===== config.mk =====
export PLATFORM = sky130hd
export DESIGN_NAME = sequential_tone_mixer_core
export DESIGN_NICKNAME = d
export VERILOG_FILES = /design/src/rtl/core/stm_pkg.sv /design/src/rtl/core/stm_seq.sv /design/src/rtl/core/stm_mix.sv /design/src/rtl/core/sequential_tone_mixer_core.sv
export SDC_FILE = /design/constraint.sdc
export NUM_CORES = 2
export LEC_CHECK = 0
export ABC_AREA = 1
export BUFFER_PORTS_ARGS = -buffer_cell sky130_fd_sc_hd__buf_4
export CAP_MARGIN = 20
export CELL_PAD_IN_SITES_DETAIL_PLACEMENT = 1
export CELL_PAD_IN_SITES_GLOBAL_PLACEMENT = 1
export CORE_MARGIN = 8
export CORE_UTILIZATION = 25
export CTS_CLUSTER_DIAMETER = 150
export DETAILED_ROUTE_END_ITERATION = 10
export GPL_TIMING_DRIVEN = 0
export PLACE_DENSITY = 0.57
export SYNTH_ARGS = -nofsm -noshare
export SYNTH_HDL_FRONTEND = slang
export SYNTH_SLANG_ARGS = --single-unit

===== constraint.sdc =====
create_clock -name i_clk -period 6.86 [get_ports i_clk]
set_clock_uncertainty 0.15 [all_clocks]
set_input_delay 1.029 -clock i_clk [delete_from_list [all_inputs] [get_ports i_clk]]
set_output_delay 1.029 -clock i_clk [all_outputs]
set_load 0.02 [all_outputs]

===== src/rtl/core/stm_pkg.sv =====
`timescale 1ns / 1ps
// ----------------------------------------------------------------------------
// stm_pkg
// Shared constants, types and the sine table for the sequential tone mixer.
// ----------------------------------------------------------------------------
package stm_pkg;

    localparam int TONE_COUNT     = 5;
    localparam int SINE_ADDR_BITS = 8;
    localparam int LENGTH_BITS    = 16;

    localparam int SAMPLE_BITS    = 16;
    localparam int AMP_BITS       = 15;
    localparam int PHASE_BITS     = 32;
    localparam int TONE_BITS      = 3;
    localparam int CFG_IDX_BITS   = 3;
    localparam int CFG_DATA_BITS  = 32;
    localparam int STEP_REGS      = 5;
    localparam int STEP_IDX_BITS  = $clog2(STEP_REGS);

    localparam int ROM_SIZE       = 1 << SINE_ADDR_BITS;
    localparam int ROM_QUARTER    = ROM_SIZE / 4;

    localparam logic [AMP_BITS-1:0] AMP_RESET = AMP_BITS'(16384);
    localparam logic [LENGTH_BITS-1:0] LENGTH_RESET = LENGTH_BITS'(800);
    localparam logic [63:0] HALF_PI_Q30 = 64'd1686629713;

    typedef enum logic [CFG_IDX_BITS-1:0] {
        CFG_AMPLITUDE   = 3'd0,
        CFG_TONE_LENGTH = 3'd1,
        CFG_STEP_1      = 3'd2,
        CFG_STEP_2      = 3'd3,
        CFG_STEP_3      = 3'd4,
        CFG_STEP_4      = 3'd5,
        CFG_STEP_5      = 3'd6
    } t_cfg_reg;

    typedef logic [STEP_REGS-1:0][PHASE_BITS-1:0] t_step_bank;
    typedef logic [ROM_SIZE-1:0][SAMPLE_BITS-1:0] t_sine_rom;

    typedef struct packed {
        logic                      play;
        logic                      done;
        logic [TONE_BITS-1:0]      tone;
        logic [SINE_ADDR_BITS-1:0] sine_addr;
    } t_seq_info;

    function automatic logic [63:0] sq_step(input logic [63:0] t, input logic [63:0] x);
        logic [63:0] r;
        r = (t * x) >> 30;
        r = (r * x) >> 30;
        return r;
    endfunction

    // quarter-wave sine as Q15 magnitude, taylor series in Q30
    function automatic logic [SAMPLE_BITS-1:0] quarter_sine(input logic [31:0] q);
        logic [63:0] x;
        logic [63:0] term;
        logic [63:0] sum;
        x    = (HALF_PI_Q30 * {32'd0, q}) / ROM_QUARTER;
        term = x;
        sum  = x;
        term = sq_step(term, x) / 64'd6;   sum = sum - term;
        term = sq_step(term, x) / 64'd20;  sum = sum + term;
        term = sq_step(term, x) / 64'd42;  sum = sum - term;
        term = sq_step(term, x) / 64'd72;  sum = sum + term;
        term = sq_step(term, x) / 64'd110; sum = sum - term;
        term = sq_step(term, x) / 64'd156; sum = sum + term;
        term = sq_step(term, x) / 64'd210; sum = sum - term;
        term = sq_step(term, x) / 64'd272; sum = sum + term;
        term = sq_step(term, x) / 64'd342; sum = sum - term;
        term = sq_step(term, x) / 64'd420; sum = sum + term;
        term = sq_step(term, x) / 64'd506; sum = sum - term;
        sum = (sum * 64'd32767 + (64'd1 << 29)) >> 30;
        if (sum > 64'd32767) begin
            sum = 64'd32767;
        end
        return sum[SAMPLE_BITS-1:0];
    endfunction

    function automatic t_sine_rom build_sine_rom();
        t_sine_rom rom;
        logic [SAMPLE_BITS-1:0] v;
        for (int k = 0; k < ROM_SIZE; k++) begin
            if (k <= ROM_QUARTER) begin
                v = quarter_sine(32'(k));
            end else if (k <= 2 * ROM_QUARTER) begin
                v = quarter_sine(32'(2 * ROM_QUARTER - k));
            end else if (k <= 3 * ROM_QUARTER) begin
                v = -quarter_sine(32'(k - 2 * ROM_QUARTER));
            end else begin
                v = -quarter_sine(32'(4 * ROM_QUARTER - k));
            end
            rom[k] = v;
        end
        return rom;
    endfunction

    localparam t_sine_rom SINE_ROM = build_sine_rom();

endpackage


===== src/rtl/core/stm_seq.sv =====
`timescale 1ns / 1ps
// ----------------------------------------------------------------------------
// stm_seq
// Tone sequencer: phase accumulator, sample counter and tone index.
// ----------------------------------------------------------------------------
module stm_seq (
    input  logic                                  i_clk,
    input  logic                                  i_rst_n,
    input  logic                                  i_advance,
    input  logic [stm_pkg::LENGTH_BITS-1:0]       i_tone_length,
    input  stm_pkg::t_step_bank                   i_tone_step,
    output stm_pkg::t_seq_info                    o_seq
);
    import stm_pkg::*;

    logic [PHASE_BITS-1:0]  r_phase,  n_phase;
    logic [TONE_BITS-1:0]   r_index,  n_index;
    logic [LENGTH_BITS-1:0] r_count,  n_count;
    logic                   r_finished, n_finished;
    logic                   wrap;
    logic [PHASE_BITS-1:0]  step;

    always_comb begin
        wrap       = r_count >= i_tone_length;
        n_index    = r_index;
        n_count    = r_count;
        n_phase    = r_phase;
        n_finished = r_finished;
        step       = '0;
        o_seq.play      = 1'b0;
        o_seq.sine_addr = r_phase[PHASE_BITS-1 -: SINE_ADDR_BITS];
        if (!r_finished) begin
            if (wrap) begin
                n_index = r_index + TONE_BITS'(1);
                n_count = '0;
            end
            if (wrap && n_index >= TONE_BITS'(TONE_COUNT)) begin
                n_finished = 1'b1;
            end else begin
                o_seq.play = 1'b1;
                if (n_index < TONE_BITS'(STEP_REGS)) begin
                    step = i_tone_step[n_index[STEP_IDX_BITS-1:0]];
                end
                n_phase = r_phase + step;
                n_count = n_count + LENGTH_BITS'(1);
            end
        end
        o_seq.done = n_finished;
        o_seq.tone = n_finished ? TONE_BITS'(TONE_COUNT) : n_index;
    end

    always_ff @(posedge i_clk) begin
        if (!i_rst_n) begin
            r_phase    <= '0;
            r_index    <= '0;
            r_count    <= '0;
            r_finished <= 1'b0;
        end else if (i_advance) begin
            r_phase    <= n_phase;
            r_index    <= n_index;
            r_count    <= n_count;
            r_finished <= n_finished;
        end
    end

endmodule


===== src/rtl/core/stm_mix.sv =====
`timescale 1ns / 1ps
// ----------------------------------------------------------------------------
// stm_mix
// Scales a sine sample by the amplitude and adds it to audio with saturation.
// ----------------------------------------------------------------------------
module stm_mix (
    input  logic signed [stm_pkg::SAMPLE_BITS-1:0] i_audio,
    input  logic signed [stm_pkg::SAMPLE_BITS-1:0] i_sine,
    input  logic        [stm_pkg::AMP_BITS-1:0]    i_amplitude,
    input  logic                                   i_play,
    output logic signed [stm_pkg::SAMPLE_BITS-1:0] o_audio
);
    import stm_pkg::*;

    logic signed [2*SAMPLE_BITS-1:0] product;
    logic signed [SAMPLE_BITS:0]     tone;
    logic signed [SAMPLE_BITS+1:0]   sum;

    localparam logic signed [SAMPLE_BITS+1:0] SAT_HI = (SAMPLE_BITS+2)'(32767);
    localparam logic signed [SAMPLE_BITS+1:0] SAT_LO = -(SAMPLE_BITS+2)'(32768);

    always_comb begin
        // floor of the product over 2^15
        product = i_sine * $signed({1'b0, i_amplitude});
        tone    = product[2*SAMPLE_BITS-1:AMP_BITS];
        sum     = (SAMPLE_BITS+2)'(i_audio) + (SAMPLE_BITS+2)'(tone);
        if (!i_play) begin
            o_audio = i_audio;
        end else if (sum > SAT_HI) begin
            o_audio = SAT_HI[SAMPLE_BITS-1:0];
        end else if (sum < SAT_LO) begin
            o_audio = SAT_LO[SAMPLE_BITS-1:0];
        end else begin
            o_audio = sum[SAMPLE_BITS-1:0];
        end
    end

endmodule


===== src/rtl/core/sequential_tone_mixer_core.sv =====
`timescale 1ns / 1ps
// ----------------------------------------------------------------------------
// sequential_tone_mixer_core
// Mixes a sequence of sine tones into a stream of signed 16-bit samples.
// ----------------------------------------------------------------------------
// One sample is taken every clock cycle while the output is not stalled. The
// first stage advances the tone sequencer and reads the sine table, and the
// second does the amplitude multiply and saturating add into the result
// register. The user writes tone steps, length and amplitude through the
// configuration port while no transaction is in flight; it is not enforced.
module sequential_tone_mixer_core (
    input  logic                                   i_clk,
    input  logic                                   i_rst_n,
    input  logic                                   i_in_valid,
    output logic                                   o_in_ready,
    input  logic signed [stm_pkg::SAMPLE_BITS-1:0] i_audio_in,
    output logic                                   o_out_valid,
    input  logic                                   i_out_ready,
    output logic signed [stm_pkg::SAMPLE_BITS-1:0] o_audio_out,
    output logic                                   o_sequence_done,
    output logic        [stm_pkg::TONE_BITS-1:0]   o_tone_number,
    input  logic                                   i_cfg_valid,
    output logic                                   o_cfg_ready,
    input  logic        [stm_pkg::CFG_IDX_BITS-1:0]  i_cfg_index,
    input  logic        [stm_pkg::CFG_DATA_BITS-1:0] i_cfg_data
);
    import stm_pkg::*;

    logic [AMP_BITS-1:0]    r_amplitude;
    logic [LENGTH_BITS-1:0] r_tone_length;
    t_step_bank             r_tone_step;

    logic                          r_s1_valid;
    logic signed [SAMPLE_BITS-1:0] r_s1_audio;
    logic signed [SAMPLE_BITS-1:0] r_s1_sine;
    logic                          r_s1_play;
    logic                          r_s1_done;
    logic [TONE_BITS-1:0]          r_s1_tone;

    logic                          r_out_valid;
    logic signed [SAMPLE_BITS-1:0] r_out_audio;
    logic                          r_out_done;
    logic [TONE_BITS-1:0]          r_out_tone;

    logic                          s1_ready;
    logic                          s2_ready;
    logic                          in_accept;
    t_seq_info                     seq;
    logic signed [SAMPLE_BITS-1:0] n_out_audio;

    assign o_cfg_ready = 1'b1;

    always_ff @(posedge i_clk) begin
        if (!i_rst_n) begin
            r_amplitude   <= AMP_RESET;
            r_tone_length <= LENGTH_RESET;
            r_tone_step   <= '0;
        end else if (i_cfg_valid) begin
            case (t_cfg_reg'(i_cfg_index))
                CFG_AMPLITUDE:   r_amplitude    <= i_cfg_data[AMP_BITS-1:0];
                CFG_TONE_LENGTH: r_tone_length  <= LENGTH_BITS'(i_cfg_data[15:0]);
                CFG_STEP_1:      r_tone_step[0] <= i_cfg_data;
                CFG_STEP_2:      r_tone_step[1] <= i_cfg_data;
                CFG_STEP_3:      r_tone_step[2] <= i_cfg_data;
                CFG_STEP_4:      r_tone_step[3] <= i_cfg_data;
                CFG_STEP_5:      r_tone_step[4] <= i_cfg_data;
                default: ;
            endcase
        end
    end

    assign s2_ready   = !r_out_valid || i_out_ready;
    assign s1_ready   = !r_s1_valid || s2_ready;
    assign o_in_ready = s1_ready;
    assign in_accept  = i_in_valid && s1_ready;

    stm_seq u_seq (
        .i_clk         (i_clk),
        .i_rst_n       (i_rst_n),
        .i_advance     (in_accept),
        .i_tone_length (r_tone_length),
        .i_tone_step   (r_tone_step),
        .o_seq         (seq)
    );

    always_ff @(posedge i_clk) begin
        if (!i_rst_n) begin
            r_s1_valid <= 1'b0;
        end else if (s1_ready) begin
            r_s1_valid <= i_in_valid;
        end
    end

    always_ff @(posedge i_clk) begin
        if (in_accept) begin
            r_s1_audio <= i_audio_in;
            r_s1_sine  <= SINE_ROM[seq.sine_addr];
            r_s1_play  <= seq.play;
            r_s1_done  <= seq.done;
            r_s1_tone  <= seq.tone;
        end
    end

    stm_mix u_mix (
        .i_audio     (r_s1_audio),
        .i_sine      (r_s1_sine),
        .i_amplitude (r_amplitude),
        .i_play      (r_s1_play),
        .o_audio     (n_out_audio)
    );

    always_ff @(posedge i_clk) begin
        if (!i_rst_n) begin
            r_out_valid <= 1'b0;
        end else if (s2_ready) begin
            r_out_valid <= r_s1_valid;
        end
    end

    always_ff @(posedge i_clk) begin
        if (s2_ready && r_s1_valid) begin
            r_out_audio <= n_out_audio;
            r_out_done  <= r_s1_done;
            r_out_tone  <= r_s1_tone;
        end
    end

    assign o_out_valid     = r_out_valid;
    assign o_audio_out     = r_out_audio;
    assign o_sequence_done = r_out_done;
    assign o_tone_number   = r_out_tone;

    a_done_sticky: assert property (@(posedge i_clk) disable iff (!i_rst_n)
        (r_s1_valid && r_s1_done) |=> r_s1_done)
        else $error("sequencer left the finished state");

    a_done_tone: assert property (@(posedge i_clk) disable iff (!i_rst_n)
        (o_out_valid && o_sequence_done) |-> (o_tone_number == TONE_BITS'(TONE_COUNT)))
        else $error("finished result with wrong tone number");

    a_tone_range: assert property (@(posedge i_clk) disable iff (!i_rst_n)
        o_out_valid |-> (o_tone_number <= TONE_BITS'(TONE_COUNT)))
        else $error("tone number out of range");

    a_silent_when_done: assert property (@(posedge i_clk) disable iff (!i_rst_n)
        (r_s1_valid && r_s1_done) |-> !r_s1_play)
        else $error("tone played after the sequence finished");

endmodule

==> impl_metrics.ini <==
[detailed_routing]
route.vias.total = 27300
detailedRoute.firstPassIterationCount = 5
detailroute.wirelength.met2_um = 56200
initialDrtViolationCount = 1580
wl_per_cell_um = 22.2
post-route-drc-count = 0
routed_wirelength_um = 125000
top_signal_layer_used = met4
ant_nets = 0
met3WireLength_um = 6250
length_of_routed_wiring_on_met1_um = 57300
viasPerCell = 4.86

[die]
dieWidth_um = 351
dieArea_um2 = 123000
std_cell_rows = 122
initial_core_util_pct = 25.2
top_level_ports = 79
core-area_um2 = 111000
vertical_die_dimension_um = 351

[synth]
synth_nets = 4366
synth_area_um2 = 28000
async_set_reset_flop_share_out_of_synthesis_pct = 0
yosysUniqueCellTypes = 63
synth-warning-count = 0
synth_area_per_cell_um2 = 7.18
synth_enable_flop_cells = 57
post_synth_inst_count = 3897
synth_flop_cell = dfxtp_1
postSynthRegisterBits = 302
synth_top_cells_by_area = fa_1, dfxtp_1, inv_1
synth_area_leader_cell = fa_1
synth_largest_type_area_fraction_pct = 17.7
ys_seq_area_share_pct = 23.7

[layout]
post_route_cells_drive_above_1_share_pct = 12.4
layout_stage_area_growth_over_the_synthesis_result_pct = 21.2
fill_cells = 13600
most_common_cell_after_layout_fill_and_taps_aside = inv_1
layout.cells.most_common_list = inv_1, nand2_1, nor2_1, o21ai_0, a21oi_1
nets = 4573

[status]
outcome = finished with violations
violated_checks = setup timing

[cts]
cts.hold.buffers_added = 0
htree_num_levels = 2
cts_tree = done
clock_insertion_delay_at_the_later_pin_of_the_skew_report_ps = 630
numCtsBuffers = 41
tritoncts_num_sinks = 302
cts-root-to-sink-buffers = 3
cts_clk_pin_slew_worst_paths_ps = 50
clock_tree.root_cell = clkbuf_16

[timing]
whs_ps = 278
min_period_over_period_pct = 115
report.final.setup_viol = 16
setup_slack_ps = -1010
maxClockFrequency_ghz = 0.127
timing.final.crit_period_ps = 7870
final_hold_viol_count = 0
slew_headroom_pct = 25.5
worst_slew_pin_slew_ps = 1120
slew_viol_final = 0
rsz_0062_raised_after_global_routing = true

[power]
power_per_cell_area_nw_per_um2 = 330
static-leakage-power_nw = 15.7
netSwitchingPower_mw = 5.07
comb_power_share_pct = 59.9
p_clk_share_pct = 20.8
p_seq_share_pct = 19.4
ir_drop_v = 0.000287
power.internal_mw = 6.11
power.share.switching_pct = 45.4
totalPowerFinal_mw = 11.2

[setup_path]
critical_path_arrival_ps = 8040
cp.buffers_inverters = 10
crit_path_start_kind = register
worst_path_most_repeated_cell = fa_1
worst_setup_path_end_kind = register
path_class = reg2reg
worst_ep_required_ps = 7030
worstReg2RegStart = r_s1_sine[9]
timing.critical_path.from = r_s1_sine[9]
setup.reg_to_reg.worst_slack_ps = -1010
path_max_fanout = 6
max_stage_delay_ps = 570
slowest_stage = fa_1
crit_family = adder cells

[placement]
portBuffers = 76
dpl.hpwl_um = 97600
finalWeightedCongestion = 1.00

[min_path]
timing.hold.worst.start = r_s1_tone[2]
hold_class = reg2reg

[global_routing]
grt_pass1_wl_um = 186000
via_count_of_the_first_global_routing_pass = 28600
antenna_found_initial = 7
grt-ovfl-total = 0
grt_use_total_pct = 19.9
grt_start_max_net_pins = 34

[run]
number_of_max_cap_violations = 0
## cell usage after synthesis (19+ instances only)
| master | number |
|---|---|
| edfxtp_1 | 57 |
| fa_1 | 247 |
| xor2_1 | 44 |
| a21oi_1 | 363 |
| ha_1 | 166 |
| nor2_1 | 451 |
| inv_1 | 682 |
| o21ai_0 | 418 |
| clkbuf_1 | 162 |
| nand3_1 | 99 |
| o211ai_1 | 31 |
| xnor2_1 | 33 |
| nor3_1 | 29 |
| buf_2 | 19 |
| nand2_1 | 650 |
| dfxtp_1 | 245 |
## cell type report
cell class / count / area [um^2] / area share [%]
Antenna cell: 2 / 5.00 / 0.0148
Buffer: 192 / 1140 / 3.36
Clock buffer: 56 / 1140 / 3.37
Clock inverter: 20 / 298 / 0.878
Inverter: 689 / 2590 / 7.65
Multi-Input combinational cell: 2711 / 18800 / 55.6
Sequential cell: 302 / 6620 / 19.5
Tap cell: 1488 / 1860 / 5.49
Timing Repair Buffer: 167 / 1400 / 4.13
## logic make-up (layout without fill, tap and decap cells)
| group | after synthesis | count (layout) | synth area share, % |
|---|---|---|---|
| flip-flops | 302 | 302 | 23.7 |
| AO/OA/AOI/OAI | 942 | 942 | 18.4 |
| buffers and inverters | 884 | 1124 | 12.1 |
| other | 1 | 3 | 0.0134 |
| adder cells (fa/ha/maj) | 413 | 413 | 25.1 |
| XOR/XNOR | 77 | 77 | 2.41 |
| AND/OR/NAND/NOR | 1278 | 1278 | 18.3 |
## per-layer routing
metal  vias up  global-route usage [%]
met5         -                       0
met4         0                    7.70
met3       238                    2.82
met2       713                    32.5
met1     13600                    26.6
li1      12800                       -
## repair_timing
| item | 4_1_cts | 5_1_grt |
|---|---|---|
| gates cloned | 2 | 0 |
| gates resized for setup | 108 | 124 |
| setup buffers | 57 | 28 |
| endpoints found under the setup margin | 16 | 16 |
| pin swaps | 35 | 42 |
## power groups by stage
stage	Combinational, mW	Clock, mW	Sequential (mW)
CTS	5.81	2.41	2.17
global route	7.31	2.47	2.18
detailed placement	5.00	0	2.23
finish	6.70	2.32	2.17
floorplan	3.37	0	2.24
global placement	4.97	0	2.23
## final timing paths
check	endpoint	cells past startpoint
max	o_audio_out[8]	35
min	o_tone_number[2]	0
max reg2reg	o_audio_out[8]	35
min reg2reg	o_tone_number[2]	0
## state kept, by name (all words and copies together), names as in the netlist, 3 cells and up
signal         count
r_s1_tone          3
r_tone_length     16
u_seq.r_count     16
u_seq.r_index      3
o_tone_number      3
r_tone_step      160
u_seq.r_phase     32
r_s1_sine         16
r_s1_audio        16
r_amplitude       15
o_audio_out       16
## per-stage QoR
stage | instance area, um^2 | std cells | setup TNS, ps | util (%) | worst slack, ps
after floorplan | 28500 | 3897 | -905 | - | -90.5
after global placement | 30900 | 5461 | -31010 | 27.9 | -2040
after CTS | 33200 | 5598 | -16210 | 30.0 | -1070
final | 33900 | 5627 | -15250 | 30.6 | -1010
after global routing | 33900 | 5625 | -20310 | 30.6 | -1330
after detailed placement | 31000 | 5465 | -32420 | 27.9 | -2120
No activity file was read; power rests on OpenSTA's default activity.
